===== src/design/wmt_ram.sv =====
// Generic single write port, single read port RAM with a registered read.
// No dependencies.
`timescale 1ns / 1ps
module wmt_ram #(
  parameter int WIDTH = 8,
  parameter int DEPTH = 16
) (
  input  logic                                      clk,
  input  logic                                      we,
  input  logic [((DEPTH > 1) ? $clog2(DEPTH) : 1)-1:0] waddr,
  input  logic [WIDTH-1:0]                          wdata,
  input  logic [((DEPTH > 1) ? $clog2(DEPTH) : 1)-1:0] raddr,
  output logic [WIDTH-1:0]                          rdata
);
  logic [WIDTH-1:0] mem [DEPTH];

  always_ff @(posedge clk) begin
    if (we) begin
      mem[waddr] <= wdata;
    end
    rdata <= mem[raddr];
  end
endmodule


===== config.mk =====
export PLATFORM = sky130hd
export DESIGN_NAME = wmt_ram
export DESIGN_NICKNAME = d
export VERILOG_FILES = /design/src/design/wmt_ram.sv
export SDC_FILE = /design/constraint.sdc
export NUM_CORES = 1
export LEC_CHECK = 0
export ABC_CLOCK_PERIOD_IN_PS = 3900
export BUFFER_PORTS_ARGS = -buffer_cell sky130_fd_sc_hd__buf_4
export CORE_MARGIN = 2
export CORE_UTILIZATION = 30
export CTS_CLUSTER_DIAMETER = 50
export DETAILED_ROUTE_END_ITERATION = 10
export PLACE_DENSITY_LB_ADDON = 0.15
export SLEW_MARGIN = 25
export SYNTH_ARGS = -nofsm -noshare
export SYNTH_HDL_FRONTEND = slang
export SYNTH_SLANG_ARGS = --single-unit

===== constraint.sdc =====
create_clock -name clk -period 3.9 [get_ports clk]
set_input_delay 0.78 -clock clk [delete_from_list [all_inputs] [get_ports clk]]
set_output_delay 0.78 -clock clk [all_outputs]
set_load 0.01 [all_outputs]

==> run_results.csv <==
group,metric,value,unit
status,run_status,"finished, final reports clean",
setup_path,worstPathRequired,4.18,ns
yosys,synthesis.instances,229,
clock_network,clk_pin_slew,0.06,ns
die,io_pins,26,
cells_and_area,finish.utilization,36.7,%
power,powerDensity,546,mW/mm^2
global_routing,grt_pass1_wl,16200,um
die,start_util,30.8,%
route,viasPerCell,4.64,
die,die_area,0.0182,mm^2
yosys,ys_warn_count,0,
route,ant_nets,0,
timing,slew_viol_final,0,
clock_network,ctsHoldBuffers,0,
timing,worst_pin_slew,1.07,ns
timing,fin_skew,0.00853,ns
cells_and_area,fill_cells,1540,
timing,max-slew-margin-rel,28.7,%
route,drt_iter0_drc,112,
die,die_w,135,um
yosys,yosysSeqAreaShare,77.8,%
placed_design,place.gp.congestion,0.776,
clock_network,clockBufferDepth,2,
yosys,yosysUniqueCellTypes,19,
global_routing,antenna_found_initial,0,
timing,rsz0062_at_grt,"false",
timing,final_hold_viol_count,0,
setup_path,path_class,"in2reg",
run,drv_cap,0,
cells_and_area,layout_common_cells,"edfxtp_1 (128), buf_4 (29), mux4_2 (18)",
timing,min_period,2.14,ns
yosys,synth_fp_nets,247,
timing,period_share,55.0,%
placed_design,port_buffers,25,
setup_path,r2r_slack,2.43,ns
clock_network,cts_sinks,136,
cells_and_area,final_common_cell,"edfxtp_1",
clock_network,tritoncts,"built",
hold_path,hp-class,"reg2reg",
setup_path,start_kind,"input pin",
setup_path,r2r_start,"mem[1][0]",
cells_and_area,drive_above_1_share,27.1,%
clock_network,cts_resized,0,
die,die_h,135,um
clock_network,htree_levels,4,
die,core_area,0.0167,mm^2
global_routing,track_usage,13.0,%
route,drt-total-wl,10800,um
yosys,postSynthAreaPerCell,22.5,um^2
setup_path,critPathArrivalTime,2.43,ns
global_routing,grt_max_degree,33,
power,ir_drop,300,uV
route,drc,0,
clock_network,post_cts.repair.setup_buffers,0,
clock_network,numCtsBuffers,17,
power,power,3.35,mW
placed_design,hpwlAfterDp,6600,um
global_routing,grt_remaining_overflow,0,
setup_path,cp-end-kind,"register",
timing,setup_viol,0,
power,leakage,2.01,nW
route,firstDrtPassIters,4,
cells_and_area,area_growth,19.1,%
clock_network,clk_latency,0.41,ns
yosys,syn_area,0.00515,mm^2
timing,fin_setup_tns,0,ns
yosys,ys_seq_elements,136,
route,vias,2318,
hold_path,min-delay-start,"mem[7][2]",
route,avgRoutedWirePerCell,21.7,um
setup_path,cp-startpoint,"raddr[0]",
die,rows,47,
global_routing,grt_pass1_vias,2537,
timing,fmax,0.466,GHz
cells_and_area,antennaDiodeCount,0,
setup_path,crit_fanout,32,
cells_and_area,nets,285,
clock_network,root_buffer,"clkbuf_16",
-- routing by layer --
| metal | vias up | track usage, % | wire length (um) |
|---|---|---|---|
| met5 | - | 0 | 0 |
| li1 | 1050 | - | - |
| met4 | 0 | 4.86 | 159 |
| met3 | 11 | 4.17 | 406 |
| met1 | 1215 | 16.5 | 4850 |
| met2 | 42 | 21.0 | 5420 |
-- sequential cells by signal, indices dropped and copies added, names as in the netlist --
register  count
rdata         8
mem         128
-- cells in the mapped netlist --
library cell     number  area (um^2)
nor3_1                4         20.0
clkdlybuf4s25_2       3         30.0
dfxtp_1               8          160
nor2b_1               1         6.26
mux4_1               14          368
mux4_2               18          405
nand2b_1              2         12.5
and2_1                1         6.26
buf_4                 1         7.51
a22oi_1              16          120
nand3b_1              2         15.0
or3b_2                1         8.76
nand3_1               1         5.00
nand2_1               9         33.8
buf_2                 3         15.0
and2b_1               1         7.51
edfxtp_1            128         3840
nor2_1               13         48.8
buf_6                 3         33.8
-- power by group --
group / switching [mW] / leakage, nW / total (mW) / internal (mW)
sequential: 0.00978 / 1.22 / 1.64 / 1.64
clock: 0.552 / 0.277 / 1.54 / 0.990
combinational: 0.0906 / 0.511 / 0.159 / 0.0688
-- cells by family (layout without fill, tap and decap cells) --
group,count (synthesis),after routing,share of synthesized area (%)
AO/OA/AOI/OAI,16,16,2.33
buffers and inverters,10,61,1.68
flip-flops,136,136,77.8
multiplexers,32,32,15.0
AND/OR/NAND/NOR,35,35,3.18
-- metrics by stage --
stage	hold slack, ns	area, um^2	instances	setup slack, ns
finish	0.675	6130	500	1.76
global route	0.683	6130	500	1.69
CTS	0.674	6120	500	1.73
detailed placement	0.661	5550	468	1.30
global placement	0.646	5550	468	1.32
floorplan	0.629	5150	229	1.63
-- path summary, 6_finish.rpt --
path,to,cells after the start
hold reg to reg,rdata[2],3
setup reg to reg,rdata[0],3
hold / removal,rdata[2],3
setup / recovery,rdata[0],4
-- cell type report --
| cell class | count | area [um^2] | share of cell area (%) |
|---|---|---|---|
| clock buffers | 20 | 437 | 7.12 |
| clock inverters | 12 | 133 | 2.16 |
| multi-input cells | 83 | 1060 | 17.4 |
| flip-flops and latches | 136 | 4000 | 65.3 |
| well taps | 220 | 275 | 4.49 |
| repair buffers | 29 | 218 | 3.55 |
-- worst max-delay path, stage by stage --
cell     delay (ns)
buf_4          0.50
mux4_1         0.67
a22oi_1        0.32
nand2_1        0.13
Power figures use the tool's default switching activity.
