**config.mk**
```make
export PLATFORM = sky130hd
export DESIGN_NAME = wmt_row_match
export DESIGN_NICKNAME = d
export VERILOG_FILES = /design/src/design/wmt_pkg.sv /design/src/design/wmt_row_match.sv
export SDC_FILE = /design/constraint.sdc
export NUM_CORES = 1
export LEC_CHECK = 0
export BUFFER_PORTS_ARGS = -buffer_cell sky130_fd_sc_hd__clkbuf_2
export CAP_MARGIN = 15
export CORE_AREA = 2 2 209 211
export DETAILED_ROUTE_END_ITERATION = 12
export DIE_AREA = 0 0 211 213
export PLACE_DENSITY = 0.3
export SLEW_MARGIN = 20
export SYNTH_ARGS = -nofsm -noshare
export SYNTH_HDL_FRONTEND = slang
export SYNTH_SLANG_ARGS = --single-unit
```
**constraint.sdc**
```tcl
create_clock -name vclk -period 3.1
set_clock_uncertainty 0.2 [all_clocks]
set_input_delay 0.31 -clock vclk [all_inputs]
set_output_delay 0.31 -clock vclk [all_outputs]
set_load 0.02 [all_outputs]
```
**src/design/wmt_pkg.sv**
```systemverilog
// Package for the wildcard match table: sizes, function and config codes,
// row cell and result types, and the byte mask helper. No dependencies.
`timescale 1ns / 1ps
package wmt_pkg;

  localparam int ENTRIES      = 16;
  localparam int FIELDS       = 4;
  localparam int ACTION_WIDTH = 16;

  localparam int IDX_W = (ENTRIES > 1) ? $clog2(ENTRIES) : 1;
  localparam int CNT_W = $clog2(ENTRIES + 1);
  localparam int LIM_W = (CNT_W > 5) ? CNT_W : 5;

  localparam int KEY_W     = 64;
  localparam int NUM_FB    = 4;
  localparam int CFG_IDX_W = 3;
  localparam int CFG_DAT_W = 5;

  localparam logic [1:0] FN_FIELD  = 2'd0;
  localparam logic [1:0] FN_ACTION = 2'd1;
  localparam logic [1:0] FN_LOOKUP = 2'd2;

  localparam logic [CFG_IDX_W-1:0] CFG_ENTRY_COUNT   = 3'd0;
  localparam logic [CFG_IDX_W-1:0] CFG_FIELD_BYTES_0 = 3'd1;

  typedef struct packed {
    logic             wild;
    logic [KEY_W-1:0] value;
  } field_cell_t;

  typedef struct packed {
    logic        hit;
    logic [3:0]  matched_index;
    logic [15:0] action_out;
  } result_t;

  function automatic logic [KEY_W-1:0] byte_mask(input logic [3:0] nbytes);
    logic [KEY_W-1:0] m;
    m = '0;
    for (int b = 0; b < 8; b++) begin
      if (4'(b) < nbytes) begin
        m[b*8 +: 8] = 8'hFF;
      end
    end
    return m;
  endfunction

endpackage

```
**src/design/wmt_row_match.sv**
```systemverilog
// Compares one table row, as read from the field memories, against the key.
// Depends on wmt_pkg for the cell type and the byte mask.
`timescale 1ns / 1ps
module wmt_row_match (
  input  wmt_pkg::field_cell_t [wmt_pkg::FIELDS-1:0]            cells,
  input  logic [wmt_pkg::FIELDS-1:0][wmt_pkg::KEY_W-1:0]        keys,
  input  logic [wmt_pkg::NUM_FB-1:0][3:0]                       field_bytes,
  output logic                                                  match
);
  import wmt_pkg::*;

  logic [FIELDS-1:0] field_ok;

  always_comb begin
    for (int f = 0; f < FIELDS; f++) begin
      field_ok[f] = cells[f].wild ||
                    (((keys[f] ^ cells[f].value) & byte_mask(field_bytes[f])) == '0);
    end
  end

  assign match = &field_ok;
endmodule

```
==> flow_summary.yaml, run 1 <==
status:
  status: "completed"
timing:
  setup_ws_ps: 209
  hold_viol_final: 0
  setup_viol: 0
  rsz0062_at_grt: "no"
  slew_viol_final: 0
  relSlewSlack_pct: 72.1
  period_share_pct: 93.3
  fmax_ghz: 0.346
  tightest_slew_ps: 409
  period_minus_slack_ps: 2890
final_layout:
  area_delta_synth_final_pct: 109
  fin_util_pct: 15.5
  seq_cell_count: 0
  multi_input_area_um2: 3210
  regArea_um2: 0
  drive_gt1_share_pct: 58.4
  n_antenna_cell: 0
  nClkBuffers: 0
  num-fill-cells: 4905
  final_nets: 1481
  postLayoutCellArea_um2: 6630
floorplan:
  fp.coreArea_um2: 42700
  dieArea_um2: 44900
  die-height_um: 213
  io_pins: 533
  die_x_um: 211
  start_util_pct: 7.43
  rows: 76
global_routing:
  antenna_found_initial: 1
  track_usage_pct: 7.62
  grt_pass1_wl_um: 26300
  grt_start_max_net_pins: 10
  grt_pass1_vias: 4984
  grt.overflow.total: 0
worst_setup_path:
  required_ps: 2590
  arrival_ps: 2380
  endpoint_kind: "output pin"
  slowest_delay_ps: 350
  startpoint_type: "input port"
  cp_common_cell: "buf_4"
  worst-setup-path-type: "in2out"
  crit_family: "simple AND/OR/NAND/NOR gates"
  path_cells: "clkbuf_2 -> xor2_1 -> nor4_4 -> buf_4 -> nand2_1 -> a2111oi_2 -> a211o_1 -> a31oi_2 -> nor4_2 -> buf_4 -> buf_2"
  crit_slowest_cell: "nor4_4"
  crit_path_max_fanout: 2
  critPathBufInv: 4
drt:
  postRouteAntennaNets: 0
  wl_um: 19200
  wl_per_cell_um: 12.8
  drc: 0
  drtIter0Drc: 54
  via_per_inst: 3.22
  drtPass1Iterations: 4
  num_vias: 4811
yosys:
  synthCells: 406
  synth_area_um2: 3170
  ys_warn_count: 0
  synth_nets: 938
  seq_area_frac_synth_pct: 0
  syn_area_per_cell_um2: 7.82
  synth.distinct_cells: 26
power:
  peakVddDrop_v: 0.0000362
  powerDensity_nw_per_um2: 120
  p_total_w: 0.000794
  p_leak_nw: 3.10
clocking:
  cts_setup_buffers: 0
  hold_buffers: 0
placed_design:
  gp_congestion: 0.776
  portBuffers: 533
  post-place-ws_ps: -239
  post_dp_cell_area_um2: 6590
  dp_hpwl_um: 18800
job:
  max_cap_viol_count: 0
hold_path:
  hold_class: "in2out"
per-stage QoR:
step | setup TNS (ps) | cells | hold WS (ps)
floorplan | 0 | 406 | 667
global placement | -156 | 1493 | 1060
detailed placement | -239 | 1493 | 1050
CTS | 0 | 1493 | 1050
global route | 0 | 1493 | 1090
finish | 0 | 1493 | 1010
path summary, 6_finish.rpt:
| path | startpoint | endpoint | slack (ps) | cells after the start |
|---|---|---|---|---|
| setup / recovery | cells[134] | match | 210 | 11 |
| hold / removal | cells[64] | match | 1010 | 5 |
layout make-up:
type                            instances  area share, %
Tap cell                              546           10.3
Multi-Input combinational cell        405           48.4
Timing Repair Buffer                  542           41.3
report_power, final:
part	internal, W	leakage (nW)	switching (W)
Combinational	0.000468	3.10	0.000326
Sequential	0	0	0
Clock	0	0	0
synth_stat cells, drive strengths merged, types with 2 or more instances:
| cell type | number | area [um2] |
|---|---|---|
| a2111oi | 2 | 23.8 |
| nand3 | 2 | 10.0 |
| xor2 | 72 | 631 |
| a211oi | 3 | 22.5 |
| xnor2 | 184 | 1610 |
| nand2 | 2 | 7.51 |
| o41ai | 3 | 26.3 |
| nand4b | 2 | 17.5 |
| o21ai | 7 | 35.0 |
| or3 | 2 | 12.5 |
| a41oi | 3 | 26.3 |
| nand4 | 49 | 307 |
| a31oi | 2 | 12.5 |
| a21oi | 4 | 20.0 |
| nor3 | 10 | 50.1 |
| or2 | 2 | 12.5 |
| nor4 | 31 | 213 |
| and4 | 2 | 17.5 |
| or4 | 4 | 32.5 |
| nor2 | 17 | 63.8 |
cells in the final DEF, fill, tap and decap left out:
| cell | netlist | layout |
|---|---|---|
| a31oi_2 | 0 | 1 |
| nor3_1 | 10 | 10 |
| clkbuf_2 | 0 | 532 |
| buf_4 | 0 | 9 |
| a31oi_1 | 2 | 1 |
| o21ai_0 | 7 | 7 |
| a211o_1 | 1 | 1 |
| o31a_1 | 1 | 1 |
| nor4_2 | 3 | 4 |
| or2_1 | 2 | 2 |
| or4_1 | 2 | 2 |
| xor2_1 | 72 | 72 |
| a41oi_1 | 3 | 2 |
| a2111oi_2 | 1 | 1 |
| buf_2 | 0 | 1 |
| a41oi_2 | 0 | 1 |
| a21oi_1 | 4 | 4 |
| o41ai_2 | 0 | 1 |
| nor2_1 | 17 | 17 |
| nor4_4 | 0 | 1 |
| and4_1 | 2 | 2 |
| nand4b_1 | 2 | 2 |
| o41ai_1 | 3 | 2 |
| nor4_1 | 28 | 26 |
| nand2_1 | 2 | 2 |
| or3_1 | 2 | 2 |
| a2111oi_0 | 1 | 1 |
| or4_2 | 2 | 2 |
| xnor2_1 | 184 | 184 |
| a211oi_1 | 3 | 3 |
| nand4_1 | 49 | 49 |
| nand3_1 | 2 | 2 |
routing by layer:
layer	up-vias	share of wire, %	track usage [%]
li1	2543	-	-
met1	1999	37	8.45
met2	263	55	15.9
met3	6	7.0	0.971
met4	0	0.32	0.267
met5	-	0	0
logic make-up after synthesis:
logic type | Yosys count | share of synthesized area, %
and+or+nand+nor | 123 | 23.4
xor gates and xnor gates | 256 | 70.7
buffers and inverters | 1 | 0.118
AOI/OAI and AO/OA | 26 | 5.80
worst min-delay path, cell delays in order:
cell and delay [ps]:
clkbuf_2 80, a41oi_1 60, nor4_2 130, buf_4 160, buf_2 160
timing repair:
item	in CTS	in global routing
endpoints found under the setup margin	1	1
pin swaps	0	2
gates resized for setup	3	4
hold endpoints to repair	0	0
No activity file was read; power rests on OpenSTA's default activity.
==> run 2: changes to the inputs <==
==> constraint.sdc (replaced) <==
create_clock -name vclk -period 3.1
set_clock_uncertainty 0.2 [all_clocks]
set_input_delay 0.465 -clock vclk [all_inputs]
set_output_delay 0.465 -clock vclk [all_outputs]
set_load 0.02 [all_outputs]
==> flow_summary.yaml, run 2 (same netlist as run 1, synthesis figures left out) <==
timing:
  hold_viol_final: 0
  period_share_pct: 99.4
  relSlewSlack_pct: 63.9
  rsz0062_at_grt: "yes"
  fmax_ghz: 0.324
  period_minus_slack_ps: 3080
  fin_setup_tns_ps: 0
  slew_viol_final: 0
  setup_viol: 0
  tightest_slew_ps: 536
drt:
  drtPass1Iterations: 4
  drtIter0Drc: 55
  num_vias: 4901
  wl_um: 19500
  wl_per_cell_um: 13.0
  postRouteAntennaNets: 0
  via_per_inst: 3.27
  drc: 0
global_routing:
  grt_use_met3_pct: 0.721
  grt_pass1_vias: 5046
  grt_pass1_wl_um: 26800
  antenna_found_initial: 0
  met1_usage_pct: 8.57
  track_usage_pct: 7.73
  grt.overflow.total: 0
  grt.met2_usage_pct: 16.3
  grt_start_max_net_pins: 10
  gr-max-usage-layer: "met2"
final_layout:
  seq_cell_count: 0
  fin_util_pct: 15.9
  area_delta_synth_final_pct: 115
  regArea_um2: 0
  num-fill-cells: 4985
  final_cell_mix: "clkbuf_2, xnor2_1, xor2_1"
  postLayoutCellArea_um2: 6810
  nClkBuffers: 0
  final_common_cell: "clkbuf_2"
  n_antenna_cell: 0
  drive_gt1_share_pct: 59.8
  final_nets: 1489
  multi_input_area_um2: 3310
worst_setup_path:
  path_cells: "buf_6 -> xor2_1 -> nor4_2 -> buf_4 -> nand2_4 -> a2111oi_4 -> a211o_1 -> a31oi_4 -> nor4_2 -> buf_4 -> buf_8"
  slowest_delay_ps: 380
  worst-setup-path-type: "in2out"
  crit_slowest_cell: "nor4_2"
  crit_path_max_fanout: 2
  critPathBufInv: 4
  startpoint_type: "input port"
  endpoint_kind: "output pin"
  arrival_ps: 2420
  crit_family: "simple AND/OR/NAND/NOR gates"
  required_ps: 2430
placed_design:
  portBuffers: 533
  gp_congestion: 0.768
  post_dp_cell_area_um2: 6650
  dp_hpwl_um: 18900
hold_path:
  hold_class: "in2out"
power:
  peakVddDrop_v: 0.0000365
  powerDensity_nw_per_um2: 120
  p_leak_nw: 3.18
floorplan:
  io_pins: 533
  rows: 76
  start_util_pct: 7.43
  die-height_um: 213
  fp.coreArea_um2: 42700
  die_x_um: 211
  dieArea_um2: 44900
job:
  max_cap_viol_count: 0
clocking:
  hold_buffers: 0
status:
  status: "completed"
-- run 2: routing by layer --
layer / routed length, um / part of all wire (%)
met1: 7220 / 37
met2: 10900 / 56
met3: 1240 / 6.4
met4: 87 / 0.45
met5: 0 / 0
-- run 2: worst paths after layout --
kind                  startpoint    end  depth (start not counted)
worst min-delay path   cells[64]  match                          5
worst max-delay path  cells[135]  match                         11
-- run 2: power by group --
part,internal (W),switching (W),total (W)
Combinational,0.000480,0.000340,0.000820
Sequential,0,0,0
Clock,0,0,0
-- run 2: cell type report --
| class | instances | area share [%] |
|---|---|---|
| well taps | 546 | 10.0 |
| repair buffers | 550 | 41.3 |
| multi-input cells | 405 | 48.6 |
-- run 2: worst min-delay path, delay by kind of cell --
| family | cells | cell delay (ps) |
|---|---|---|
| simple gates | 1 | 120 |
| compound gates | 1 | 50 |
| buf+inv | 3 | 360 |
-- run 2: timing repair --
item,in CTS,in global routing
gates resized for setup,14,14
pin swaps,10,9
buffers inserted,0,0
setup endpoints to repair,1,1
-- run 2: per-stage QoR --
step / setup slack, ps / hold slack [ps] / total power [W] / cells
after global placement: -406 / 1370 / 0.000808 / 1501
after global routing: -140 / 1320 / 0.000906 / 1501
after floorplan: 407 / 977 / 0.000320 / 406
final: 18.0 / 1260 / 0.000820 / 1501
after detailed placement: -460 / 1370 / 0.000809 / 1501
after CTS: -66.7 / 1340 / 0.000828 / 1501
